**config.mk**
```make
export PLATFORM = sky130hd
export DESIGN_NAME = bubble_sort_engine_flat
export DESIGN_NICKNAME = d
export VERILOG_FILES = /design/src/sv/bse_pkg.sv /design/src/sv/bse_channels.sv /design/src/sv/bubble_sort_engine.sv /design/src/sv/bse_ram.sv /design/src/sv/bse_datapath.sv /design/src/sv/bse_controller.sv /design/src/flat_wrapper.sv
export SDC_FILE = /design/constraint.sdc
export NUM_CORES = 2
export LEC_CHECK = 0
export ABC_AREA = 1
export BUFFER_PORTS_ARGS = -buffer_cell sky130_fd_sc_hd__buf_2
export CAP_MARGIN = 20
export CORE_MARGIN = 5
export CORE_UTILIZATION = 40
export CTS_CLUSTER_DIAMETER = 200
export DETAILED_ROUTE_END_ITERATION = 7
export PLACE_DENSITY = 0.56
export SYNTH_ARGS = -nofsm -noshare
export SYNTH_HDL_FRONTEND = slang
export SYNTH_SLANG_ARGS = --single-unit
export TNS_END_PERCENT = 50
```
**constraint.sdc**
```tcl
create_clock -name clock -period 5 [get_ports clock]
set_input_delay 0.5 -clock clock [delete_from_list [all_inputs] [get_ports clock]]
set_output_delay 0.5 -clock clock [all_outputs]
set_load 0.01 [all_outputs]
```
**src/sv/bse_pkg.sv**
```systemverilog
`timescale 1ns / 1ps
`default_nettype none
// ----------------------------------------------------------------------------
// bse_pkg
// shared widths, depth and controller-to-datapath command types of the
// bubble sort engine
// ----------------------------------------------------------------------------
package bse_pkg;

   // number of keys the buffer holds (2 .. 64)
   localparam int DEPTH = 64;

   localparam int KEY_W  = 32;
   localparam int ADDR_W = $clog2(DEPTH);
   localparam int CNT_W  = $clog2(DEPTH + 1);

   // source of the buffer write data
   typedef enum logic [1:0] {
      WR_KEY,    // incoming key
      WR_LOW,    // smaller of carry and read data
      WR_CARRY   // carried key at the end of a pass
   } wr_sel_type;

   typedef struct packed {
      logic              wr_en;
      logic [ADDR_W-1:0] wr_addr;
      wr_sel_type        wr_sel;
      logic              rd_en;
      logic [ADDR_W-1:0] rd_addr;
      logic              carry_first;
      logic              carry_step;
      logic              out_load;
      logic              out_last;
      logic              out_dropped;
   } bse_cmd_type;

endpackage
`default_nettype wire

```
**src/sv/bse_channels.sv**
```systemverilog
`timescale 1ns / 1ps
`default_nettype none
// ----------------------------------------------------------------------------
// bse channels
// valid/ready interfaces for the key stream and the sorted result stream
// ----------------------------------------------------------------------------
interface bse_req_if;
   import bse_pkg::*;

   logic                    valid;
   logic                    ready;
   logic signed [KEY_W-1:0] key_value;
   logic                    last_key;

   modport source (output valid, output key_value, output last_key, input ready);
   modport sink (input valid, input key_value, input last_key, output ready);
endinterface

interface bse_rsp_if;
   import bse_pkg::*;

   logic                    valid;
   logic                    ready;
   logic signed [KEY_W-1:0] sorted_value;
   logic                    last_sorted;
   logic                    keys_dropped;

   modport source (output valid, output sorted_value, output last_sorted,
                   output keys_dropped, input ready);
   modport sink (input valid, input sorted_value, input last_sorted,
                 input keys_dropped, output ready);
endinterface
`default_nettype wire

```
**src/sv/bubble_sort_engine.sv**
```systemverilog
`timescale 1ns / 1ps
`default_nettype none
// ----------------------------------------------------------------------------
// bubble_sort_engine
// collects a set of signed keys, bubble sorts them and streams them out
// ----------------------------------------------------------------------------
// Keys enter one per cycle on req_if while the engine is loading; last_key
// closes the set. Up to DEPTH keys are kept, later keys of the set are
// dropped and every result of that set carries keys_dropped. After the last
// key the engine runs bubble sort passes over the key buffer (one write
// and one read port): one compare-and-swap per cycle, with the larger key
// carried in a register so each position is read once and written once
// per pass. Results then leave lowest first, each by a buffer read and
// then a load of the result register, with last_sorted on the final one;
// the next result is read only once the one before it has been taken.
// Equal keys keep their arrival order. No key is taken while a set is
// sorting or emitting; the next set starts loading once the final result
// transfer completes.
// ----------------------------------------------------------------------------
module bubble_sort_engine (
   input  logic             clock,
   input  logic             reset,
   bse_req_if.sink          req_if,
   bse_rsp_if.source        rsp_if
);
   import bse_pkg::*;

   // command bundle from sequencer to buffer/compare datapath
   bse_cmd_type cmd;

   // sequencer: load count, pass span, compare position, emit index
   bse_controller u_controller (
      .clock        (clock),
      .reset        (reset),
      .req_valid    (req_if.valid),
      .req_last_key (req_if.last_key),
      .req_ready    (req_if.ready),
      .rsp_valid    (rsp_if.valid),
      .rsp_ready    (rsp_if.ready),
      .cmd          (cmd)
   );

   // key buffer, carried key and the result register that holds a transfer
   bse_datapath u_datapath (
      .clock            (clock),
      .cmd              (cmd),
      .req_key_value    (req_if.key_value),
      .rsp_sorted_value (rsp_if.sorted_value),
      .rsp_last_sorted  (rsp_if.last_sorted),
      .rsp_keys_dropped (rsp_if.keys_dropped)
   );

endmodule
`default_nettype wire

```
**src/sv/bse_ram.sv**
```systemverilog
`timescale 1ns / 1ps
`default_nettype none
// ----------------------------------------------------------------------------
// bse_ram
// generic single-write, single-read ram with registered read data
// ----------------------------------------------------------------------------
module bse_ram #(
   parameter int WIDTH = 32,
   parameter int DEPTH = 64
) (
   input  logic                     clock,
   input  logic                     wr_en,
   input  logic [$clog2(DEPTH)-1:0] wr_addr,
   input  logic [WIDTH-1:0]         wr_data,
   input  logic                     rd_en,
   input  logic [$clog2(DEPTH)-1:0] rd_addr,
   output logic [WIDTH-1:0]         rd_data
);

   logic [WIDTH-1:0] mem_ff [DEPTH];

   always_ff @(posedge clock) begin
      if (wr_en) begin
         mem_ff[wr_addr] <= wr_data;
      end
      if (rd_en) begin
         rd_data <= mem_ff[rd_addr];
      end
   end

endmodule
`default_nettype wire

```
**src/sv/bse_datapath.sv**
```systemverilog
`timescale 1ns / 1ps
`default_nettype none
// ----------------------------------------------------------------------------
// bse_datapath
// key buffer, carried key with its compare-and-swap, and the result register
// ----------------------------------------------------------------------------
module bse_datapath (
   input  logic                             clock,
   input  bse_pkg::bse_cmd_type             cmd,
   input  logic signed [bse_pkg::KEY_W-1:0] req_key_value,
   output logic signed [bse_pkg::KEY_W-1:0] rsp_sorted_value,
   output logic                             rsp_last_sorted,
   output logic                             rsp_keys_dropped
);
   import bse_pkg::*;

   logic        [KEY_W-1:0] rd_data;
   logic        [KEY_W-1:0] wr_data;
   logic signed [KEY_W-1:0] rd_key;
   logic signed [KEY_W-1:0] carry_ff;
   logic signed [KEY_W-1:0] carry_in;
   logic                    carry_gt;
   logic signed [KEY_W-1:0] out_value_ff;
   logic                    out_last_ff;
   logic                    out_dropped_ff;

   bse_ram #(
      .WIDTH (KEY_W),
      .DEPTH (DEPTH)
   ) u_key_buffer (
      .clock   (clock),
      .wr_en   (cmd.wr_en),
      .wr_addr (cmd.wr_addr),
      .wr_data (wr_data),
      .rd_en   (cmd.rd_en),
      .rd_addr (cmd.rd_addr),
      .rd_data (rd_data)
   );

   assign rd_key   = $signed(rd_data);
   // swap only when the left key is strictly greater
   assign carry_gt = carry_ff > rd_key;

   always_comb begin
      case (cmd.wr_sel)
         WR_KEY:   wr_data = req_key_value;
         WR_LOW:   wr_data = carry_gt ? rd_data : carry_ff;
         WR_CARRY: wr_data = carry_ff;
         default:  wr_data = carry_ff;
      endcase
   end

   always_comb begin
      carry_in = carry_ff;
      if (cmd.carry_first) begin
         carry_in = rd_key;
      end else if (cmd.carry_step) begin
         carry_in = carry_gt ? carry_ff : rd_key;
      end
   end

   always_ff @(posedge clock) begin
      carry_ff <= carry_in;
      if (cmd.out_load) begin
         out_value_ff   <= rd_key;
         out_last_ff    <= cmd.out_last;
         out_dropped_ff <= cmd.out_dropped;
      end
   end

   assign rsp_sorted_value = out_value_ff;
   assign rsp_last_sorted  = out_last_ff;
   assign rsp_keys_dropped = out_dropped_ff;

endmodule
`default_nettype wire

```
**src/sv/bse_controller.sv**
```systemverilog
`timescale 1ns / 1ps
`default_nettype none
// ----------------------------------------------------------------------------
// bse_controller
// sequencer for key loading, bubble sort passes and result emission
// ----------------------------------------------------------------------------
module bse_controller (
   input  logic                 clock,
   input  logic                 reset,
   input  logic                 req_valid,
   input  logic                 req_last_key,
   output logic                 req_ready,
   output logic                 rsp_valid,
   input  logic                 rsp_ready,
   output bse_pkg::bse_cmd_type cmd
);
   import bse_pkg::*;

   typedef enum logic [2:0] {
      ST_LOAD,
      ST_PASS_INIT,
      ST_PASS_LOAD,
      ST_PASS_RUN,
      ST_PASS_END,
      ST_EMIT_READ,
      ST_EMIT_LOAD,
      ST_EMIT_WAIT
   } state_type;

   state_type         state_ff, state_in;
   logic [CNT_W-1:0]  count_ff, count_in;
   logic              overflow_ff, overflow_in;
   logic [CNT_W-1:0]  span_ff, span_in;
   logic [ADDR_W-1:0] pos_ff, pos_in;
   logic [ADDR_W-1:0] idx_ff, idx_in;
   logic              rsp_valid_ff, rsp_valid_in;

   logic              req_xfer;
   logic              rsp_xfer;
   logic              buf_full;
   logic [CNT_W-1:0]  count_after;
   logic [CNT_W-1:0]  pos_ahead;
   logic [CNT_W-1:0]  span_less;
   logic [CNT_W-1:0]  idx_next;
   logic              idx_last;

   assign req_ready   = (state_ff == ST_LOAD);
   assign rsp_valid   = rsp_valid_ff;
   assign req_xfer    = req_valid & req_ready;
   assign rsp_xfer    = rsp_valid_ff & rsp_ready;
   assign buf_full    = (count_ff == CNT_W'(DEPTH));
   assign count_after = buf_full ? count_ff : count_ff + CNT_W'(1);
   assign pos_ahead   = CNT_W'(pos_ff) + CNT_W'(2);
   assign span_less   = span_ff - CNT_W'(1);
   assign idx_next    = CNT_W'(idx_ff) + CNT_W'(1);
   assign idx_last    = (idx_next == count_ff);

   always_comb begin
      state_in     = state_ff;
      count_in     = count_ff;
      overflow_in  = overflow_ff;
      span_in      = span_ff;
      pos_in       = pos_ff;
      idx_in       = idx_ff;
      rsp_valid_in = rsp_valid_ff;
      cmd          = '0;
      cmd.wr_sel   = WR_KEY;

      case (state_ff)
         ST_LOAD: begin
            if (req_xfer) begin
               if (!buf_full) begin
                  cmd.wr_en   = 1'b1;
                  cmd.wr_addr = count_ff[ADDR_W-1:0];
                  cmd.wr_sel  = WR_KEY;
                  count_in    = count_ff + CNT_W'(1);
               end else begin
                  overflow_in = 1'b1;
               end
               if (req_last_key) begin
                  span_in  = count_after;
                  idx_in   = '0;
                  state_in = (count_after >= CNT_W'(2)) ? ST_PASS_INIT : ST_EMIT_READ;
               end
            end
         end
         ST_PASS_INIT: begin
            cmd.rd_en   = 1'b1;
            cmd.rd_addr = '0;
            state_in    = ST_PASS_LOAD;
         end
         ST_PASS_LOAD: begin
            cmd.carry_first = 1'b1;
            cmd.rd_en       = 1'b1;
            cmd.rd_addr     = ADDR_W'(1);
            pos_in          = '0;
            state_in        = ST_PASS_RUN;
         end
         ST_PASS_RUN: begin
            cmd.carry_step = 1'b1;
            cmd.wr_en      = 1'b1;
            cmd.wr_addr    = pos_ff;
            cmd.wr_sel     = WR_LOW;
            if (pos_ahead < span_ff) begin
               cmd.rd_en   = 1'b1;
               cmd.rd_addr = pos_ahead[ADDR_W-1:0];
               pos_in      = pos_ff + ADDR_W'(1);
            end else begin
               state_in = ST_PASS_END;
            end
         end
         ST_PASS_END: begin
            cmd.wr_en   = 1'b1;
            cmd.wr_addr = span_less[ADDR_W-1:0];
            cmd.wr_sel  = WR_CARRY;
            span_in     = span_less;
            if (span_less >= CNT_W'(2)) begin
               cmd.rd_en   = 1'b1;
               cmd.rd_addr = '0;
               state_in    = ST_PASS_LOAD;
            end else begin
               idx_in   = '0;
               state_in = ST_EMIT_READ;
            end
         end
         ST_EMIT_READ: begin
            cmd.rd_en   = 1'b1;
            cmd.rd_addr = idx_ff;
            state_in    = ST_EMIT_LOAD;
         end
         ST_EMIT_LOAD: begin
            cmd.out_load    = 1'b1;
            cmd.out_last    = idx_last;
            cmd.out_dropped = overflow_ff;
            rsp_valid_in    = 1'b1;
            state_in        = ST_EMIT_WAIT;
         end
         ST_EMIT_WAIT: begin
            if (rsp_xfer) begin
               rsp_valid_in = 1'b0;
               if (idx_last) begin
                  count_in    = '0;
                  overflow_in = 1'b0;
                  state_in    = ST_LOAD;
               end else begin
                  idx_in      = idx_next[ADDR_W-1:0];
                  cmd.rd_en   = 1'b1;
                  cmd.rd_addr = idx_next[ADDR_W-1:0];
                  state_in    = ST_EMIT_LOAD;
               end
            end
         end
         default: begin
            state_in = ST_LOAD;
         end
      endcase
   end

   always_ff @(posedge clock) begin
      if (reset) begin
         state_ff     <= ST_LOAD;
         count_ff     <= '0;
         overflow_ff  <= 1'b0;
         rsp_valid_ff <= 1'b0;
      end else begin
         state_ff     <= state_in;
         count_ff     <= count_in;
         overflow_ff  <= overflow_in;
         rsp_valid_ff <= rsp_valid_in;
      end
      span_ff <= span_in;
      pos_ff  <= pos_in;
      idx_ff  <= idx_in;
   end

`ifndef SYNTHESIS
   a_no_result_while_loading: assert property (@(posedge clock) disable iff (reset)
      (state_ff == ST_LOAD) |-> !rsp_valid_ff)
      else $error("result valid while keys are loading");

   a_count_in_range: assert property (@(posedge clock) disable iff (reset)
      count_ff <= CNT_W'(DEPTH))
      else $error("key count beyond buffer depth");

   a_drop_only_when_full: assert property (@(posedge clock) disable iff (reset)
      overflow_ff |-> buf_full)
      else $error("drop flag set with room left in buffer");

   a_run_inside_span: assert property (@(posedge clock) disable iff (reset)
      (state_ff == ST_PASS_RUN) |-> ((CNT_W'(pos_ff) + CNT_W'(1)) < span_ff))
      else $error("compare position past end of pass");

   a_set_closes: assert property (@(posedge clock) disable iff (reset)
      (rsp_xfer && idx_last) |=> (state_ff == ST_LOAD && count_ff == '0 && !overflow_ff))
      else $error("set state not cleared after final result");
`endif

endmodule
`default_nettype wire

```
**src/flat_wrapper.sv**
```systemverilog
// flat-port wrapper written by rule: the top's interface ports become plain ports
module bubble_sort_engine_flat import bse_pkg::*;
  (clock, reset, req_if_valid, req_if_key_value, req_if_last_key, req_if_ready, rsp_if_valid, rsp_if_sorted_value, rsp_if_last_sorted, rsp_if_keys_dropped, rsp_if_ready);
  bse_req_if req_if_i ();
  bse_rsp_if rsp_if_i ();
  input  logic clock;
  input  logic reset;
  input wire logic [$bits(req_if_i.valid)-1:0] req_if_valid;
  input wire logic [$bits(req_if_i.key_value)-1:0] req_if_key_value;
  input wire logic [$bits(req_if_i.last_key)-1:0] req_if_last_key;
  output wire logic [$bits(req_if_i.ready)-1:0] req_if_ready;
  output wire logic [$bits(rsp_if_i.valid)-1:0] rsp_if_valid;
  output wire logic [$bits(rsp_if_i.sorted_value)-1:0] rsp_if_sorted_value;
  output wire logic [$bits(rsp_if_i.last_sorted)-1:0] rsp_if_last_sorted;
  output wire logic [$bits(rsp_if_i.keys_dropped)-1:0] rsp_if_keys_dropped;
  input wire logic [$bits(rsp_if_i.ready)-1:0] rsp_if_ready;
  assign req_if_i.valid = req_if_valid;
  assign req_if_i.key_value = req_if_key_value;
  assign req_if_i.last_key = req_if_last_key;
  assign req_if_ready = req_if_i.ready;
  assign rsp_if_valid = rsp_if_i.valid;
  assign rsp_if_sorted_value = rsp_if_i.sorted_value;
  assign rsp_if_last_sorted = rsp_if_i.last_sorted;
  assign rsp_if_keys_dropped = rsp_if_i.keys_dropped;
  assign rsp_if_i.ready = rsp_if_ready;
  bubble_sort_engine u_core (.clock(clock), .reset(reset), .req_if(req_if_i), .rsp_if(rsp_if_i));
endmodule
```
==> results_dict.tcl <==
set metrics [dict create \
    max-slew-margin-rel_pct 26.30 \
    detailedPlacementHpwl_mm 173.0 \
    layout.cells.most_common_list "edfxtp_1, nand2_1, nand3_1, inv_1, nand4_1" \
    ir_worst_vdd_v 0.0005592 \
    antenna_violations_before_repair 9 \
    cap_violations 0 \
    yosys_most_used_dff "edfxtp_1" \
    route.detailed.wl_per_inst_um 25.09 \
    share_of_synthesized_cell_area_in_full_adder_half_adder_and_majority_cells_pct 0.6072 \
    p_seq_share_pct 40.6 \
    route.vias.total 70450 \
    mappedNetlistNets 9175 \
    timing_worst_setup_path_type "flip-flop to flip-flop" \
    rsz0062_at_grt "false" \
    run_status "finished, final reports clean" \
    postSynth.asyncResetShare_pct 0 \
    yosys.area_share.xor_xnor_pct 0.09947 \
    numPortBuffers 72 \
    power_frac_clock_pct 27.5 \
    post_synth_and_or_nand_nor_area_fraction_pct 22.92 \
    drt_drc_violations_left 0 \
    boundaryPins 73 \
    cts_inserted_buffers 224 \
    post_synth_mux_area_share_pct 0 \
    power.static_leakage_nw 42.66 \
    switching_share_pct 36.41 \
    drt_pre_antenna_iters 6 \
    setup_viol 0 \
    clk_path_buf_depth 3 \
    first_global_vias 65340 \
    finalWeightedCongestion 0.8627 \
    worst_skew_pair.late_latency_ns 0.90 \
    synth_compound_gate_area_share_pct 1.182 \
    avgSynthCellArea_um2 10.65 \
    synth-warning-count 0 \
    finalInstanceArea_mm2 0.1098 \
    fp.dieH_um 502.1 \
    grt_first_pass_wirelength_mm 452.3 \
    post_detailed_placement_cell_area_mm2 0.1026 \
    cts_root_buf "clkbuf_16" \
    cts-htree-levels 4 \
    synth-edff-count 2165 \
    drt_iter0_markers 8486 \
    setup_tns_ns 0 \
    timing.critical_path.fanout_max 120 \
    worst_setup_path_end_kind "flip-flop" \
    max_slew.worst_pin.slew_ns 1.103 \
    power.density_cell_area_mw_per_mm2 546.5 \
    post_synth_inst_count 9091 \
    netlist-cell-type-count 38 \
    clock_skew_ns 0.06411 \
    period_share_pct 94.13 \
    max_freq_ghz 0.2125 \
    critPathLaunchType "flip-flop" \
    worst_ep_required_time_ns 5.62 \
    track_usage_pct 23.99 \
    hp-class "primary input to flip-flop" \
    maximum_number_of_pins_on_one_net_before_global_route_repair 168 \
    postRouteWirelength_mm 310.9 \
    initial_core_util_pct 40.23 \
    area_growth_pct 13.38 \
    placement_rows 180 \
    synth_top_family_by_area "simple AND/OR/NAND/NOR gates" \
    cts_tree "done" \
    die_w_um 502.1 \
    final_report_hold_violation_count 0 \
    synth-seq-cells 2177 \
    core_area_mm2 0.2408 \
    post_route_cells_drive_above_1_share_pct 8.649 \
    crit_arrival_ns 5.32 \
    cts.sinks 2177 \
    layout_commonest_cell "edfxtp_1" \
    viasPerCell 5.686 \
    finalCriticalPeriod_ns 4.707 \
    clk_pin_slew_worst_paths_ns 0.06 \
    design.die.area_mm2 0.2521 \
    internal_power_w 0.03816 \
    netSwitchingPower_w 0.02185 \
    grt_remaining_overflow 0 \
    synth-seq-area-share_pct 67.37 \
    post_synthesis_cell_area_mm2 0.09685 \
    final_max_slew_viol_count 0 \
    final_antenna_net_count 0 \
    layout.nets 9095 \
    combPwrFrac_pct 31.8 \
    regToRegSetupSlack_ns 0.29 \
]
cells by family (layout without fill, tap and decap cells):
group	count (synthesis)	after routing
simple gates	4750	4750
buf+inv	1889	2001
flops	2177	2177
compound gates	217	217
fa+ha+maj	47	47
xor+xnor	11	11
other cells	0	3
state kept, by name (all words and copies together), names as in the netlist, 3 cells and up:
register,flops
u_core.u_controller.span_ff,7
u_core.u_datapath.u_key_buffer.mem_ff,2048
u_core.u_datapath.u_key_buffer.rd_data,32
u_core.u_datapath.rsp_sorted_value,32
u_core.u_datapath.carry_ff,32
u_core.u_controller.count_ff,7
u_core.u_controller.idx_ff,6
u_core.u_controller.pos_ff,6
u_core.u_controller.state_ff,3
through the flow:
step	utilization [%]	power, W	cells	hold WS [ns]	worst slack [ns]
floorplan	-	0.03565	9091	0.4450	1.204
global placement	42.62	0.04336	11970	0.4724	0.5180
detailed placement	42.62	0.04362	11970	0.4781	0.5577
CTS	45.61	0.06008	12390	0.01927	0.4963
global route	45.61	0.06267	12390	0.1125	0.1273
finish	45.61	0.06001	12390	0.1115	0.2933
critical path, cell delays in order, from the launching register on:
cell and delay, ns:
edfxtp_1 0.43, ha_1 0.22, nand2_1 0.09, nor2_1 0.20
xor2_1 0.31, ha_1 0.29, nand2_1 0.09, o21a_1 0.21
nand3_2 0.19, nor2_1 0.29, nor2_4 0.14, buf_12 0.20
buf_4 0.44, nand3_1 0.11, nand3_1 0.07, nand3_1 0.09
nand3_1 0.30, nand3_1 0.34, nand2_1 0.08
worst paths after layout:
path | from | to | cells after the start
worst max register to register | u_core.u_controller.pos_ff[2]$_SDFFCE_PN0P_ | u_core.u_datapath.u_key_buffer.rd_data[7]$_DFFE_PP_ | 18
worst max-delay path | u_core.u_controller.pos_ff[2]$_SDFFCE_PN0P_ | u_core.u_datapath.u_key_buffer.rd_data[7]$_DFFE_PP_ | 18
worst min-delay path | rsp_if_ready | u_core.u_controller.rsp_valid$_SDFFE_PP0P_ | 4
worst min register to register | u_core.u_controller.rsp_valid$_SDFFE_PP0P_ | u_core.u_controller.rsp_valid$_SDFFE_PP0P_ | 2
metal layers:
metal | track usage, % | up-vias | share of wire (%)
met3 | 4.366 | 557 | 9.3
met2 | 37.10 | 3466 | 45
met4 | 8.388 | 4 | 3.5
met5 | 0 | - | 0.0087
li1 | - | 31500 | -
met1 | 34.11 | 34920 | 42
power groups by stage:
stage | logic (W) | registers, W | clock network, W
6_report | 0.0191 | 0.0244 | 0.0165
5_1_grt | 0.0207 | 0.0244 | 0.0175
4_1_cts | 0.0190 | 0.0243 | 0.0168
3_5_place_dp | 0.0189 | 0.0247 | 0
3_3_place_gp | 0.0187 | 0.0247 | 0
2_1_floorplan | 0.0112 | 0.0245 | 0
Yosys cell counts, types with 2 or more instances:
| master | count | share of area (%) |
|---|---|---|
| o21ai_0 | 83 | 0.43 |
| buf_2 | 339 | 1.8 |
| inv_2 | 5 | 0.019 |
| buf_1 | 95 | 0.37 |
| xnor2_1 | 2 | 0.018 |
| o221ai_1 | 2 | 0.018 |
| nand4_1 | 895 | 5.8 |
| o21a_1 | 5 | 0.039 |
| nand3_2 | 3 | 0.031 |
| clkbuf_1 | 213 | 0.83 |
| o22ai_1 | 4 | 0.026 |
| nor3_1 | 10 | 0.052 |
| ha_1 | 47 | 0.61 |
| a211oi_1 | 5 | 0.039 |
| o21bai_1 | 3 | 0.023 |
| nor2_2 | 3 | 0.019 |
| nand2_1 | 2069 | 8.0 |
| dfxtp_1 | 12 | 0.25 |
| nor2_1 | 122 | 0.47 |
| buf_4 | 15 | 0.12 |
| a21oi_1 | 38 | 0.20 |
| nor4_1 | 3 | 0.019 |
| inv_1 | 1221 | 4.7 |
| edfxtp_1 | 2165 | 67 |
| xor2_1 | 9 | 0.081 |
| nand3_1 | 1639 | 8.5 |
| o21ai_1 | 72 | 0.37 |
| a31oi_1 | 2 | 0.013 |
final cells by class:
type | count | area (um2)
flip-flops and latches | 2177 | 65250
well taps | 3185 | 3985
diodes | 3 | 7.507
clock buffers | 268 | 5898
multi-input cells | 5025 | 24780
clock inverters | 150 | 1282
fillers | 21950 | 130900
repair buffers | 356 | 3996
inverters | 1227 | 4618
timing repair:
| item | in CTS | in global routing |
|---|---|---|
| hold buffers | 1 | 0 |
| endpoints found under the hold margin | 9 | 0 |
| buffers inserted | 0 | 0 |
| endpoints found under the setup margin | 0 | 0 |
| resized for setup | 0 | 0 |
Note: power is estimated with default switching activity, not from simulation.
